### src/rtl/srv_divider.sv
`timescale 1ns / 1ps
module srv_divider (
  input  logic        clk,
  input  logic        rst_n,
  input  logic        start,
  input  logic [19:0] rem_in,
  input  logic [63:0] num_lo,
  input  logic [19:0] divisor,
  output logic        done,
  output logic [63:0] quot
);
  logic [20:0] rem_r, rem_nxt;
  logic [63:0] sh_r, sh_nxt;
  logic [19:0] d_r;
  logic [5:0]  cnt_r, cnt_nxt;
  logic        busy_r, busy_nxt;
  logic        done_r, done_nxt;
  logic [20:0] trial;

  always_comb begin
    rem_nxt  = rem_r;
    sh_nxt   = sh_r;
    cnt_nxt  = cnt_r;
    busy_nxt = busy_r;
    done_nxt = 1'b0;
    trial    = {rem_r[19:0], sh_r[63]};
    if (start) begin
      rem_nxt  = {1'b0, rem_in};
      sh_nxt   = num_lo;
      cnt_nxt  = '0;
      busy_nxt = 1'b1;
    end else if (busy_r) begin
      // shift the next dividend bit in, quotient bit out at the bottom
      if (trial >= {1'b0, d_r}) begin
        rem_nxt = trial - {1'b0, d_r};
        sh_nxt  = {sh_r[62:0], 1'b1};
      end else begin
        rem_nxt = trial;
        sh_nxt  = {sh_r[62:0], 1'b0};
      end
      cnt_nxt = cnt_r + 6'd1;
      if (cnt_r == 6'd63) begin
        busy_nxt = 1'b0;
        done_nxt = 1'b1;
      end
    end
  end

  always_ff @(posedge clk) begin
    if (!rst_n) begin
      busy_r <= 1'b0;
      done_r <= 1'b0;
      cnt_r  <= '0;
    end else begin
      busy_r <= busy_nxt;
      done_r <= done_nxt;
      cnt_r  <= cnt_nxt;
    end
    rem_r <= rem_nxt;
    sh_r  <= sh_nxt;
    if (start) begin
      d_r <= divisor;
    end
  end

  assign done = done_r;
  assign quot = sh_r;
endmodule

### config.mk
export PLATFORM = sky130hd
export DESIGN_NAME = srv_divider
export DESIGN_NICKNAME = d
export VERILOG_FILES = /design/src/rtl/srv_divider.sv
export SDC_FILE = /design/constraint.sdc
export NUM_CORES = 1
export LEC_CHECK = 0
export BUFFER_PORTS_ARGS = -buffer_cell sky130_fd_sc_hd__clkbuf_2
export CAP_MARGIN = 25
export CORE_MARGIN = 3
export CORE_UTILIZATION = 50
export DETAILED_ROUTE_END_ITERATION = 10
export PLACE_DENSITY = 0.88
export REMOVE_ABC_BUFFERS = 1
export SYNTH_ARGS = -nofsm -noshare
export SYNTH_HDL_FRONTEND = slang
export SYNTH_SLANG_ARGS = --single-unit
### constraint.sdc
create_clock -name clk -period 6.7 [get_ports clk]
set_input_delay 0.67 -clock clk [delete_from_list [all_inputs] [get_ports clk]]
set_output_delay 0.67 -clock clk [all_outputs]
set_load 0.01 [all_outputs]
; ---- Word-level counts from Yosys, hierarchy flattened
; Cells that the tools add are included.
[word_totals]
regBits = 112
input_bits = 107
output_inout_bits = 65
elab_cells = 25
[op_classes]
n_addsub = 2
order_cmp = 1
eq_ne = 1
n_mux = 10
bitwise_logic = 2
n_reduce_logical = 3
[ops]
columns = operator, count
row1 = 64-bit 2-to-1 mux, 2
row2 = 20-bit 2-to-1 mux, 3
row3 = 21-bit by 20-bit greater-or-equal comparator with 1-bit output, 1
row4 = 20-bit subtractor, 1
row5 = 6-bit by 1-bit adder with 6-bit output (second input constant), 1
row6 = 6-bit == test (second input constant), 1
row7 = 1-bit 2-to-1 mux, 5
row8 = 3-bit OR reduction, 1
row9 = 1-bit NOT, 2
row10 = 2-bit nonzero test, 1
row11 = 2-bit OR reduction, 1

; ---- Depth between registers and ports, before layout
[depth]
word_depth = 4
mapped_depth = 11

; ---- Least setup slack after synthesis
; Ideal clock, no wire load.
[synth_timing]
kind = input to register
from = input start
to = register sh_r[0] (netlist: quot[0]), enable pin
setup_ns = 0.445
arrival_ns = 3.148
t_required_ns = 6.255
path_slack_ns = 3.107
stages = 4
path_buffers = 2
cell_sequence = clkbuf_1 clkinv_1 clkbuf_1 nand2_1
[synth_between]
elab_chain_len = 1
[synth_lines]
columns = element, line
row1 = from (decl), 5  ; input logic start,
row2 = 2-bit nonzero test (no source line), n/a
row3 = to (signal assigned), 60  ; sh_r <= sh_nxt;
row4 = to (decl), 13  ; logic [63:0] sh_r, sh_nxt;
; Every way passes these cells.
; A chain may end at the register's enable or synchronous reset.

; ---- Worst setup path in the final report
[layout_timing]
from = register rem_r[0]
to = register rem_r[0], data pin
[layout_between]
elab_chain_len = 4
[layout_lines]
columns = element, line
row1 = from (decl), 12  ; logic [20:0] rem_r, rem_nxt;
row2 = from (signal assigned), 59  ; rem_r <= rem_nxt;
row3 = 21-bit by 20-bit greater-or-equal comparator with 1-bit output, 34  ; if (trial >= {1'b0, d_r}) begin
row4 = 20-bit 2-to-1 mux, 34
row5 = 20-bit 2-to-1 mux, 32  ; end else if (busy_r) begin
row6 = 20-bit 2-to-1 mux, 27  ; if (start) begin
row7 = via rem_nxt[0], 12
; The timed path passes the listed nets, and every way through them passes these cells. The select of a mux whose other input is x is not followed.

==> impl_metrics.ini <==
[synthesis]
synth-edff-count = 104
synth_warnings = 0
synth_top_area_share_pct = 52.3
synth_common_cells = edfxtp_1, mux2_2, inv_1, nor2_1
synth_area_per_cell_um2 = 12.6
synth_ff_type = edfxtp_1
yosys-top-cells-area = edfxtp_1, mux2_2, ha_1
yosysMostFrequentCell = edfxtp_1
synth_cell_types = 56
ys_seq_area_share_pct = 55.0
synth_top_area_cell = edfxtp_1
synth_cells = 473
async_reset_ff_share_pct = 0
syn_area_um2 = 5970
synth_seq_cells = 112

[timing]
period_needed_ns = 3.15
rsz0062_at_grt = false
relSlewSlack_pct = 46.9
worst_slack_ns = 3.55
hold_viol = 0
worstMarginPinSlew_ns = 0.797
fin_crit_sh_pct = 47.0
clock-skew-final_ns = 0.00729
setup_tns_ns = 0
setup_viol = 0
fmax_ghz = 0.317
slew_violations = 0

[setup_path]
path_class = reg2reg
r2r_start = rem_r[0]$_DFFE_PP_
crit_arrival_ns = 3.25
timing.rr.end = rem_r[0]$_DFFE_PP_
cp-start-kind = register
critPathCaptureType = register
r2r_slack_ns = 3.55
crit_required_ns = 6.80
cp_max_fo = 12
r2r_cells = 8

[global_route]
busiest_layer = met2
overflow = 0
grt_max_degree = 85
met3_usage_pct = 7.05
use_met2_pct = 36.3
grt_pass1_vias = 4568
antenna_found_initial = 0
grt_pass1_wl_mm = 23.0
grt_usage_pct = 22.0
met1_usage_pct = 27.2

[placed_design]
place_ws_ns = 3.58
placedCellCount = 765
gp_congestion = 0.902
io_buffers = 171
dpl.hpwl_mm = 10.6

[floorplanning]
num_rows = 39
start_util_pct = 51.6
pin_count = 172
die_area_um2 = 13300
core_area_um2 = 11600
die_h_um = 115
die_w_um = 115

[cells_and_area]
fin_nets = 763
drive_gt1_share_pct = 41.8
fill_cells = 862
multi_input_area_um2 = 2440
diodes = 0
seq_area_um2 = 3280
stdcell_count = 782
syn2layout_area_growth_pct = 20.2

[clock_network]
cts_root_buf = clkbuf_16
ctsHoldBuffers = 0
cts_tree = built
numClockSinks = 112
clock_latency_ns = 0.35
clk_pin_slew_ns = 0.07
post-cts-setup-buffer-count = 0
cts_max_path_buffers = 2
ctsResizeCount = 0
cts-htree-levels = 3
cts_made_buffers = 9

[hold_path]
min_path_cells = 1
min_to = d_r[13]$_DFFE_PP_
hold_class = in2reg
min_from = divisor[13]

[power]
pwr_density_cell_nw_per_um2 = 292
peakVddDrop_mv = 0.184
p_leak_nw = 3.00

[drt]
wirelength_mm = 14.9
firstDrtPassIters = 5
num_vias = 4468
via_per_inst = 5.71
drtIter0Drc = 292
ant_nets = 0
drc = 0
wl_per_cell_um = 19.0

[flow_run]
cap_violations = 0

[outcome]
status = finished, final reports clean
[per-layer routing]
| metal | up-vias | part of all wire, % |
|---|---|---|
| li1 | 2127 | - |
| met1 | 2122 | 39 |
| met2 | 193 | 50 |
| met3 | 26 | 8.8 |
| met4 | 0 | 2.3 |
| met5 | - | 0 |
[final cells by class]
type                       count  area share (%)
multi-input combinational    311            34.0
sequential                   112            45.7
clock inverter                 5           0.575
clock buffer                  11            3.24
inverter                      25            1.31
tap                          143            2.49
timing repair buffer         175            12.7
[power by group]
| part | total [mW] | internal (mW) | switching [mW] |
|---|---|---|---|
| sequential | 0.931 | 0.881 | 0.0508 |
| combinational | 0.666 | 0.279 | 0.387 |
| clock | 0.499 | 0.257 | 0.242 |
| total | 2.10 | 1.42 | 0.679 |
[cells by family (layout without fill, tap and decap cells)]
group	after synthesis	after routing	synth area share (%)
xor gates and xnor gates	18	18	2.64
muxes	64	64	12.0
AOI/OAI and AO/OA	105	105	12.7
DFF	112	112	55.0
adders and majority gates	22	22	4.73
and+or+nand+nor	102	102	8.70
buffers and inverters	50	216	4.25
[sequential cells by signal, indices dropped and copies added (netlist names)]
name,cells
cnt_r,6
rem_r,20
d_r,20
quot,64
done,1
busy_r,1
[cells in the final DEF, fill, tap and decap left out, types with 12 or more instances in the layout]
master / count
a21oi_1: 21
a41oi_1: 12
and2_1: 13
clkbuf_2: 170
edfxtp_1: 104
ha_1: 21
inv_1: 24
mux2_2: 63
nand2_1: 18
nand3_1: 12
nor2_1: 22
o21ai_0: 15
xor2_1: 12
[how the worst max path moves through the flow]
| stage | from | to | cells past startpoint | slack, ns |
|---|---|---|---|---|
| after floorplan | start | quot[0]$_DFFE_PP_ | 2 | 3.19 |
| after global placement | rem_r[0]$_DFFE_PP_ | rem_r[0]$_DFFE_PP_ | 8 | 3.61 |
| after detailed placement | rem_r[0]$_DFFE_PP_ | rem_r[0]$_DFFE_PP_ | 8 | 3.58 |
| after CTS | rem_r[0]$_DFFE_PP_ | rem_r[0]$_DFFE_PP_ | 8 | 3.56 |
| after global routing | rem_r[0]$_DFFE_PP_ | rem_r[0]$_DFFE_PP_ | 8 | 3.26 |
| final | rem_r[0]$_DFFE_PP_ | rem_r[0]$_DFFE_PP_ | 8 | 3.55 |
[critical path: stages (launching register included)]
cell	delay (ns)
edfxtp_1	0.46
ha_1	0.34
nor2b_1	0.15
o31ai_2	0.42
a211oi_4	0.15
o31ai_2	0.67
buf_4	0.32
a21oi_1	0.08
o31a_1	0.30
[metrics by stage]
step	hold WS, ns	cell area (um^2)	total power, mW	utilization (%)
3_5_place_dp	0.489	6880	1.59	59.5
5_1_grt	0.488	7180	2.21	62.1
6_report	0.499	7180	2.10	62.1
2_1_floorplan	0.454	5810	1.39	-
3_3_place_gp	0.463	6880	1.58	59.5
4_1_cts	0.483	7150	2.10	61.9
(Power assumes the default switching activity.)
