`config.mk`:
```
export PLATFORM = sky130hd
export DESIGN_NAME = srv_ram
export DESIGN_NICKNAME = d
export VERILOG_FILES = /design/src/rtl/srv_ram.sv
export SDC_FILE = /design/constraint.sdc
export NUM_CORES = 1
export LEC_CHECK = 0
export BUFFER_PORTS_ARGS = -buffer_cell sky130_fd_sc_hd__buf_2
export CAP_MARGIN = 10
export CELL_PAD_IN_SITES_DETAIL_PLACEMENT = 1
export CELL_PAD_IN_SITES_GLOBAL_PLACEMENT = 1
export CORE_AREA = 2 2 111 113
export CTS_CLUSTER_SIZE = 10
export DETAILED_ROUTE_END_ITERATION = 8
export DIE_AREA = 0 0 113 115
export PLACE_DENSITY_LB_ADDON = 0.1
export SYNTH_ARGS = -nofsm -noshare
export SYNTH_HDL_FRONTEND = slang
export SYNTH_SLANG_ARGS = --single-unit
```
`constraint.sdc`:
```
create_clock -name clk -period 2.1 [get_ports clk]
set_input_delay 0.21 -clock clk [delete_from_list [all_inputs] [get_ports clk]]
set_output_delay 0.21 -clock clk [all_outputs]
set_load 0.02 [all_outputs]
```
`src/rtl/srv_ram.sv`:
```
`timescale 1ns / 1ps
module srv_ram #(
  parameter int WIDTH = 8,
  parameter int DEPTH = 16
) (
  input  logic                                  clk,
  input  logic                                  we,
  input  logic [(DEPTH > 1 ? $clog2(DEPTH) : 1)-1:0] waddr,
  input  logic [WIDTH-1:0]                      wdata,
  input  logic                                  re,
  input  logic [(DEPTH > 1 ? $clog2(DEPTH) : 1)-1:0] raddr,
  output logic [WIDTH-1:0]                      rdata
);
  logic [WIDTH-1:0] mem [DEPTH];

  always_ff @(posedge clk) begin
    if (we) begin
      mem[waddr] <= wdata;
    end
    if (re) begin
      rdata <= mem[raddr];
    end
  end
endmodule

```
-- Word-level counts from Yosys, hierarchy flattened
Memories as Yosys holds them, arrays and structs flattened. A register that Yosys moved wholly into a read port is not among the register bits.
Cells that the tools add are included.
- flip-flop bits (word level): 0
- RAM bits: 128
- output and inout bits: 8
- logic and storage cells: 3
- memories: 1
- memory list (name ; depth ; width ; rd ports ; clocked after memory_dff ; wr ports ; line ; RTL):
    mem ; 16 ; 8 ; 1 ; 1 ; 1 ; 14 ; logic [WIDTH-1:0] mem [DEPTH];
- mux-type cells: 2
- operators with widths (cell ; number):
    $mux W1 ; 2

-- Logic depth before layout (Yosys ltp)
Gate-level depths: netlist (run 1).
- depth in word-level cells: 2
- depth in mapped cells: 5
- mapped depth without buffers: 3

-- Worst setup path after synthesis (run 1)
No wires, ideal clock.
- path kind: input -> register
- start: input port waddr[2] in the netlist's numbering
- end: memory mem[0][0] (enable)
- arrival time: 1320 ps
- data required time: 1717 ps
- path slack: 397 ps
- stages: 2
- buffers on the path: 0
- path through: or3b_2 -> nor3_1
- RTL lines (element ; line ; RTL):
    start, declared ; 8 ; input logic [(DEPTH > 1 ? $clog2(DEPTH) : 1)-1:0] waddr,
    end, declared ; 14 ;
No word-level cell before the write port.

==> results.py, run 1 <==
metrics = {
    "run_status": {
        "run_status": "finished, violations left",
        "violations": "DRC",
    },
    "synth": {
        "netlist_top_cells_area": "edfxtp_1, mux4_2, mux4_1",
        "synth_top_area_frac": 0.781,
        "yosysTopAreaCell": "edfxtp_1",
        "synth_edf_count": 136,
        "synth-compound-area-share": 0.0230,
        "yosysMostFrequentCell": "edfxtp_1",
        "synth_nets": 248,
        "synth.top_cells.by_count": "edfxtp_1, mux4_2, a22oi_1",
        "ys.flop_type": "edfxtp_1",
        "async_flop_share": 0,
        "syn-mean-instance-area_um2": 22.8,
        "synth-simple-area-share": 0.0314,
        "seq_area_frac_synth": 0.781,
        "postSynthCellCount": 229,
        "syn_area_um2": 5230,
        "yosys_warnings": 0,
        "ys_types": 18,
        "synth_mux_area_frac": 0.148,
        "synthXorXnorAreaFrac": 0,
        "synthAdderAreaFrac": 0,
        "ys_seq_elements": 136,
        "synth_top_family_by_area": "multiplexers",
    },
    "finish": {
        "antenna_cells": 0,
        "syn_to_final_growth_pct": 19.4,
        "multi_input_area_um2": 1060,
        "drive_gt1_frac": 0.310,
        "fillers": 1058,
        "seqCellArea_um2": 4080,
        "nets": 303,
        "utilization": 0.528,
        "final_area_um2": 6240,
    },
    "routing": {
        "vias": 2499,
        "drt_iter0_drc": 164,
        "via_per_inst": 5.63,
        "wl_mm": 11.6,
        "drc": 3,
        "wl_per_cell_um": 26.2,
        "dr.pass1.iters": 6,
        "ant_nets": 0,
    },
    "hold_path": {
        "min_to": "rdata[4]",
        "min_delay_path_depth": 1,
        "hold_path_class": "input pin to register",
        "hp-start": "re",
    },
    "timing": {
        "period_share": 0.752,
        "relSlewSlack": 0.661,
        "rsz0062_at_grt": "false",
        "hold_viol_final": 0,
        "tns_ns": 0,
        "maxSlewViolCount": 0,
        "finClkSkew_ns": 0.00521,
        "setup_viol": 0,
        "max_freq_ghz": 0.633,
        "tightest_slew_ns": 0.509,
        "period_minus_slack_ns": 1.58,
    },
    "critical_path": {
        "crit_fanout": 1,
        "worst_ep_required_time_ns": 2.24,
        "r2r-end": "rdata[2]",
        "worstReg2RegStart": "mem[10][2]",
        "start_kind": "register",
        "reg2reg_slack_ns": 0.52,
        "reg2regPathDepth": 3,
        "crit_type": "register to register",
        "cp.arrival_ns": 1.72,
        "endpoint_kind": "register",
    },
    "cts": {
        "cts.sinks": 136,
        "cts_resized": 0,
        "clock_path_buffers": 2,
        "cts.clk_slew.worst_paths_ns": 0.06,
        "clkLatencyLatePin_ns": 0.41,
        "holdBufCountCts": 0,
        "htreeDepth": 4,
        "cts_buffers": 17,
        "ctsRootBufferMaster": "clkbuf_16",
        "postCtsSetupBuffers": 0,
        "cts_tree": "yes",
    },
    "grt": {
        "overflow": 0,
        "grt_use_total": 0.193,
        "grt_pass1_vias": 2695,
        "antenna_found_initial": 0,
        "grt_max_degree": 33,
        "grt_pass1_wl_mm": 17.2,
    },
    "place": {
        "dp_hpwl_mm": 7.10,
        "portBuffers": 26,
        "routabilityCongestion": 0.702,
        "post_dp_cell_area_um2": 5630,
    },
    "power": {
        "finalPower_uw": 6440,
        "powerDensity_nw_per_um2": 1030,
        "power_leakage_uw": 0.00211,
        "vdd_drop_max_mv": 0.401,
    },
    "die": {
        "core-area_um2": 11800,
        "die_w_um": 113,
        "die_height_um": 115,
        "start_util": 0.443,
        "num_rows": 40,
        "num_io_pins": 27,
        "dieArea_um2": 13000,
    },
    "job": {
        "cap_violations": 0,
    },
}
## worst max-delay path: stages (launching register included)
cell,delay [ns]
edfxtp_1,0.37
mux4_1,0.50
a22oi_1,0.35
nand2_1,0.10
## area by class of cell
type | count | share of cell area
sequential | 136 | 0.655
multi-input combinational | 83 | 0.169
clock buffer | 18 | 0.0688
timing repair buffer | 46 | 0.0489
tap | 147 | 0.0295
clock inverter | 14 | 0.0289
## per-layer routing
| layer | global-route usage | part of all wire |
|---|---|---|
| met3 | 0.0453 | 0.038 |
| met4 | 0.0789 | 0.016 |
| met1 | 0.263 | 0.46 |
| met5 | 0 | 0 |
| met2 | 0.303 | 0.48 |
## kinds of logic (layout without fill, tap and decap cells)
logic type | count (synthesis) | count (layout)
compound gates | 16 | 16
buf+inv | 10 | 78
flops | 136 | 136
mux | 32 | 32
simple gates | 35 | 35
## cells in the final DEF, fill, tap and decap left out, drive strengths merged
master,Yosys,final
nand2,9,9
nor2,13,13
a22oi,16,16
buf,7,46
nand3,1,1
bufinv,0,4
clkbuf,0,18
nand2b,2,2
clkinv,0,6
nor3,4,4
and2,1,1
nor2b,1,1
nand3b,2,2
edfxtp,136,136
mux4,32,32
inv,0,1
and2b,1,1
clkinvlp,0,3
or3b,1,1
## flip-flops by register name, indices dropped and copies added, names as in the netlist
signal	flops
mem	128
rdata	8
## worst max path at each step
stage	endpoint	startpoint
floorplan	mem[0][0]	waddr[2]
global placement	rdata[2]	raddr[0]
detailed placement	rdata[2]	raddr[0]
CTS	rdata[2]	mem[10][2]
global route	rdata[2]	mem[9][2]
finish	rdata[2]	mem[10][2]
## through the flow
stage          cells  hold WS [ns]  worst slack, ns
2_1_floorplan    229         0.309            0.397
3_3_place_gp     412         0.604            0.223
3_5_place_dp     412         0.603            0.171
4_1_cts          444         0.169            0.500
5_1_grt          444         0.170            0.463
6_report         444         0.190            0.520
## report_power, final
part           total (uW)  leakage [uW]  internal [uW]  switching, uW
clock                3060      0.000286           1970           1090
sequential           3080       0.00124           3060           17.3
combinational         305      0.000588            121            184
total                6440       0.00211           5150           1290
(Power assumes the default switching activity.)
==> run 2: changes to the inputs <==
clock period = 1.45 ns   (was 2.1 ns; I/O delays follow)
==> run 2 against run 1 <==
The run ends with DRC, setup timing left. Clock power up 24%. First-iteration DRC count up 10%. Total power up 36%. Via count up 0.20%. Combinational power up 56%. Highest routed layer unchanged.
==> results.py, run 2 (synthesis results as in run 1) <==
metrics = {
    "run_status": {
        "run_status": "finished, violations left",
        "violations": "DRC, setup timing",
    },
    "cts": {
        "cts.sinks": 136,
        "clkLatencyLatePin_ns": 0.40,
        "cts_buffers": 17,
        "cts.clk_slew.worst_paths_ns": 0.06,
        "cts_tree": "yes",
        "clock_path_buffers": 2,
        "ctsRootBufferMaster": "clkbuf_16",
        "htreeDepth": 4,
        "postCtsSetupBuffers": 0,
        "holdBufCountCts": 0,
    },
    "finish": {
        "final_common_cell": "edfxtp_1",
        "final_area_um2": 6280,
        "antenna_cells": 0,
        "finalNonFillerCells": 454,
        "syn_to_final_growth_pct": 20.2,
        "top_register": "mem",
        "largest_reg_flops": 128,
        "top_regs": "mem (128), rdata (8)",
        "nets": 313,
        "mostFrequentLayoutCells": "edfxtp_1, buf_2, buf_4",
        "drive_gt1_frac": 0.358,
    },
    "place": {
        "routabilityCongestion": 0.703,
        "dp.cells": 422,
        "post_dp_cell_area_um2": 5750,
        "dp_hpwl_mm": 6.95,
        "portBuffers": 26,
    },
    "routing": {
        "wl_per_cell_um": 24.0,
        "via_per_inst": 5.52,
        "wl_mm": 10.9,
        "drc": 3,
        "dr.pass1.iters": 6,
        "ant_nets": 0,
        "vias": 2504,
        "drt_iter0_drc": 181,
    },
    "critical_path": {
        "reg2regPathDepth": 4,
        "crit_fanout": 1,
        "worst_ep_required_time_ns": 1.61,
        "endpoint_kind": "register",
        "crit_type": "register to register",
        "start_kind": "register",
        "cp.arrival_ns": 1.62,
    },
    "power": {
        "finalPower_uw": 8740,
        "power_leakage_uw": 0.00212,
        "vdd_drop_max_mv": 0.784,
        "powerDensity_nw_per_um2": 1390,
    },
    "timing": {
        "maxSlewViolCount": 0,
        "period_share": 1.01,
        "finClkSkew_ns": 0.00425,
        "rsz0062_at_grt": "true",
        "period_minus_slack_ns": 1.46,
        "setup_viol": 2,
        "hold_viol_final": 0,
        "max_freq_ghz": 0.684,
        "tightest_slew_ns": 0.910,
        "relSlewSlack": 0.392,
        "setup_ws_ns": -0.0121,
    },
    "die": {
        "dieArea_um2": 13000,
        "num_rows": 40,
        "die_height_um": 115,
        "num_io_pins": 27,
        "die_w_um": 113,
        "core-area_um2": 11800,
        "start_util": 0.443,
    },
    "hold_path": {
        "min_delay_path_depth": 1,
        "hold_path_class": "input pin to register",
    },
    "grt": {
        "antenna_found_initial": 0,
        "grt_max_degree": 17,
        "grt_pass1_vias": 2674,
        "grt_pass1_wl_mm": 16.7,
        "overflow": 0,
        "grt_use_total": 0.185,
    },
    "job": {
        "cap_violations": 0,
    },
}
run 2: worst paths after layout:
| path | slack (ns) | endpoint | from |
|---|---|---|---|
| worst min register to register | 0.75 | rdata[1] | mem[15][1] |
| worst max register to register | -0.01 | rdata[3] | mem[11][3] |
| worst max-delay path | -0.01 | rdata[3] | mem[11][3] |
| worst min-delay path | 0.12 | rdata[2] | re |
run 2: critical path: stages, from the launching register on:
cell	delay (ns)
edfxtp_1	0.36
mux4_2	0.51
a22oi_2	0.16
buf_4	0.15
nand2_2	0.04
run 2: what timing repair did:
action | in CTS | in global routing
pin swaps | 1 | 3
resized for setup | 4 | 6
setup endpoints to repair | 5 | 7
run 2: routing by layer:
layer  vias to the layer above  share of wire  routed length (um)  global-route usage
li1                       1104              -                   -                   -
met1                      1320           0.45                4960               0.261
met2                        68           0.48                5210               0.281
met3                        12          0.055                 601              0.0511
met4                         0          0.012                 135              0.0626
met5                         -              0                   0                   0
run 2: area by class of cell:
cell class | instances | area (um^2)
sequential | 136 | 4080
clock inverter | 13 | 87.6
clock buffer | 19 | 433
multi-input combinational | 83 | 1070
fill | 1065 | 5530
tap | 147 | 184
timing repair buffer | 56 | 418
run 2: power by group:
part           total (uW)  internal (uW)  switching [uW]
Clock                3800           2300            1500
Sequential           4460           4430            26.7
Combinational         476            210             267
run 2: per-stage QoR:
stage	util	setup WS [ns]	TNS, ns	hold slack [ns]
final	0.532	-0.0121	-0.0139	0.124
after global routing	0.532	-0.0881	-0.289	0.111
after CTS	0.531	-0.0625	-0.0966	0.112
after detailed placement	0.487	-0.284	-1.90	0.540
after global placement	0.487	-0.278	-1.80	0.538
after floorplan	-	0.0226	0	0.244
==> run 3: changes to the inputs <==
BUFFER_PORTS_ARGS = -buffer_cell sky130_fd_sc_hd__buf_4   (was -buffer_cell sky130_fd_sc_hd__buf_2)
clock period = 1.5 ns   (was 1.45 ns; I/O delays follow)
==> run 3 against run 2 <==
The run ends with DRC left. Non-clock buffer count shrank 6. Clock skew grew 0.0087 ns. First-iteration DRC count grew 7.2%. Design area grew 2.4%. Core utilization grew 1.3 points. Die area is the same. Critical endpoint is now rdata[7]. Largest cell class unchanged. Largest power group is now the clock network.
==> results.py, run 3 (synthesis results as in run 1) <==
metrics = {
    "run_status": {
        "run_status": "finished, violations left",
        "violations": "DRC",
    },
    "job": {
        "cap_violations": 0,
    },
    "timing": {
        "tightest_slew_ns": 0.948,
        "max_freq_ghz": 0.678,
        "maxSlewViolCount": 0,
        "hold_viol_final": 0,
        "period_minus_slack_ns": 1.47,
        "rsz0062_at_grt": "false",
        "finClkSkew_ns": 0.0130,
        "setup_viol": 0,
        "period_share": 0.983,
        "relSlewSlack": 0.367,
    },
    "finish": {
        "syn_to_final_growth_pct": 23.0,
        "antenna_cells": 0,
        "mostFrequentLayoutCells": "edfxtp_1, buf_4, mux4_2",
        "final_common_cell": "edfxtp_1",
        "largest_reg_flops": 128,
        "top_register": "mem",
        "final_area_um2": 6430,
        "nets": 307,
        "drive_gt1_frac": 0.346,
        "fillers": 1024,
        "top_regs": "mem (128), rdata (8)",
        "finalNonFillerCells": 448,
    },
    "routing": {
        "wl_mm": 11.2,
        "via_per_inst": 5.61,
        "dr.pass1.iters": 6,
        "drc": 3,
        "ant_nets": 0,
        "vias": 2515,
        "drt_iter0_drc": 194,
        "wl_per_cell_um": 25.0,
    },
    "grt": {
        "grt_max_degree": 19,
        "antenna_found_initial": 0,
        "overflow": 0,
        "grt_pass1_vias": 2704,
        "grt_pass1_wl_mm": 16.9,
        "grt_use_total": 0.188,
    },
    "power": {
        "p_sw_uw": 1790,
        "swShare": 0.195,
        "p_int_uw": 7420,
        "power_frac_clock": 0.481,
        "vdd_drop_max_mv": 0.818,
        "power_leakage_uw": 0.00218,
        "powerDensity_nw_per_um2": 1430,
        "power_frac_seq": 0.468,
        "combPwrFrac": 0.051,
        "finalPower_uw": 9210,
    },
    "critical_path": {
        "worst_ep_required_time_ns": 1.66,
        "worstReg2RegStart": "mem[3][7]",
        "start_kind": "register",
        "reg2reg_slack_ns": 0.03,
        "crit_type": "register to register",
        "reg2regPathDepth": 3,
        "crit_fanout": 1,
        "endpoint_kind": "register",
        "cp.arrival_ns": 1.63,
        "r2r-end": "rdata[7]",
    },
    "hold_path": {
        "hold_path_class": "input pin to register",
        "min_to": "mem[12][6]",
        "min_delay_path_depth": 1,
        "hp-start": "wdata[6]",
    },
    "cts": {
        "cts.sinks": 136,
        "cts_buffers": 17,
        "clkLatencyLatePin_ns": 0.41,
        "postCtsSetupBuffers": 0,
        "ctsRootBufferMaster": "clkbuf_16",
        "clock_path_buffers": 2,
        "cts.clk_slew.worst_paths_ns": 0.06,
        "holdBufCountCts": 0,
        "cts_resized": 0,
        "htreeDepth": 4,
        "cts_tree": "yes",
    },
    "die": {
        "core-area_um2": 11800,
        "die_height_um": 115,
        "num_io_pins": 27,
        "num_rows": 40,
        "dieArea_um2": 13000,
        "die_w_um": 113,
        "start_util": 0.443,
    },
    "place": {
        "dp.cells": 417,
        "dp_hpwl_mm": 7.07,
        "portBuffers": 26,
        "post_dp_cell_area_um2": 5790,
        "routabilityCongestion": 0.731,
    },
}
==> run 3: cell count changes in the layout (fill, tap and decap cells not counted), sizes merged <==
| cell | previous run | this run |
|---|---|---|
| clkbuf | 19 | 17 |
| clkinv | 10 | 7 |
| buf | 56 | 50 |
| bufinv | 1 | 5 |
| clkinvlp | 2 | 3 |
==> run 3: layout make-up <==
type	count	area [um^2]	share of cell area
well taps	147	184	0.0286
repair buffers	50	450	0.0701
multi-input cells	83	1080	0.168
clock buffers	17	425	0.0662
clock inverters	15	208	0.0323
flip-flops and latches	136	4080	0.635
==> run 3: power by group through the flow <==
stage                     combinational, uW  clock [uW]  sequential [uW]
after floorplan                         216           0             4400
after global placement                  464           0             4390
after detailed placement                477           0             4390
after CTS                               478        4500             4310
after global routing                    511        4640             4320
final                                   473        4430             4310
==> run 3: worst max-delay path by stage <==
stage,startpoint,to,cells past startpoint
2_1_floorplan,raddr[0],rdata[1],5
3_3_place_gp,raddr[0],rdata[0],5
3_5_place_dp,raddr[0],rdata[0],5
4_1_cts,mem[10][3],rdata[3],4
5_1_grt,mem[3][7],rdata[7],3
6_report,mem[3][7],rdata[7],3
==> run 3: through the flow <==
stage,hold slack [ns],TNS (ns),util,setup WS (ns)
2_1_floorplan,0.249,0,-,0.0676
3_3_place_gp,0.457,-1.03,0.490,-0.171
3_5_place_dp,0.471,-1.23,0.490,-0.188
4_1_cts,0.0399,0,0.544,0.0162
5_1_grt,0.0540,0,0.544,0.00134
6_report,0.0507,0,0.544,0.0256
==> run 3: worst max-delay path: stages (launching register included) <==
cell      delay, ns
edfxtp_1       0.36
mux4_2         0.47
a22oi_1        0.30
nand2_1        0.10
==> run 3: metal layers <==
| metal | vias up | global-route usage | wire (um) |
|---|---|---|---|
| met5 | - | 0 | 0 |
| met4 | 0 | 0.0756 | 180 |
| met3 | 14 | 0.0374 | 513 |
| met2 | 70 | 0.307 | 5660 |
| met1 | 1334 | 0.252 | 4840 |
| li1 | 1097 | - | - |
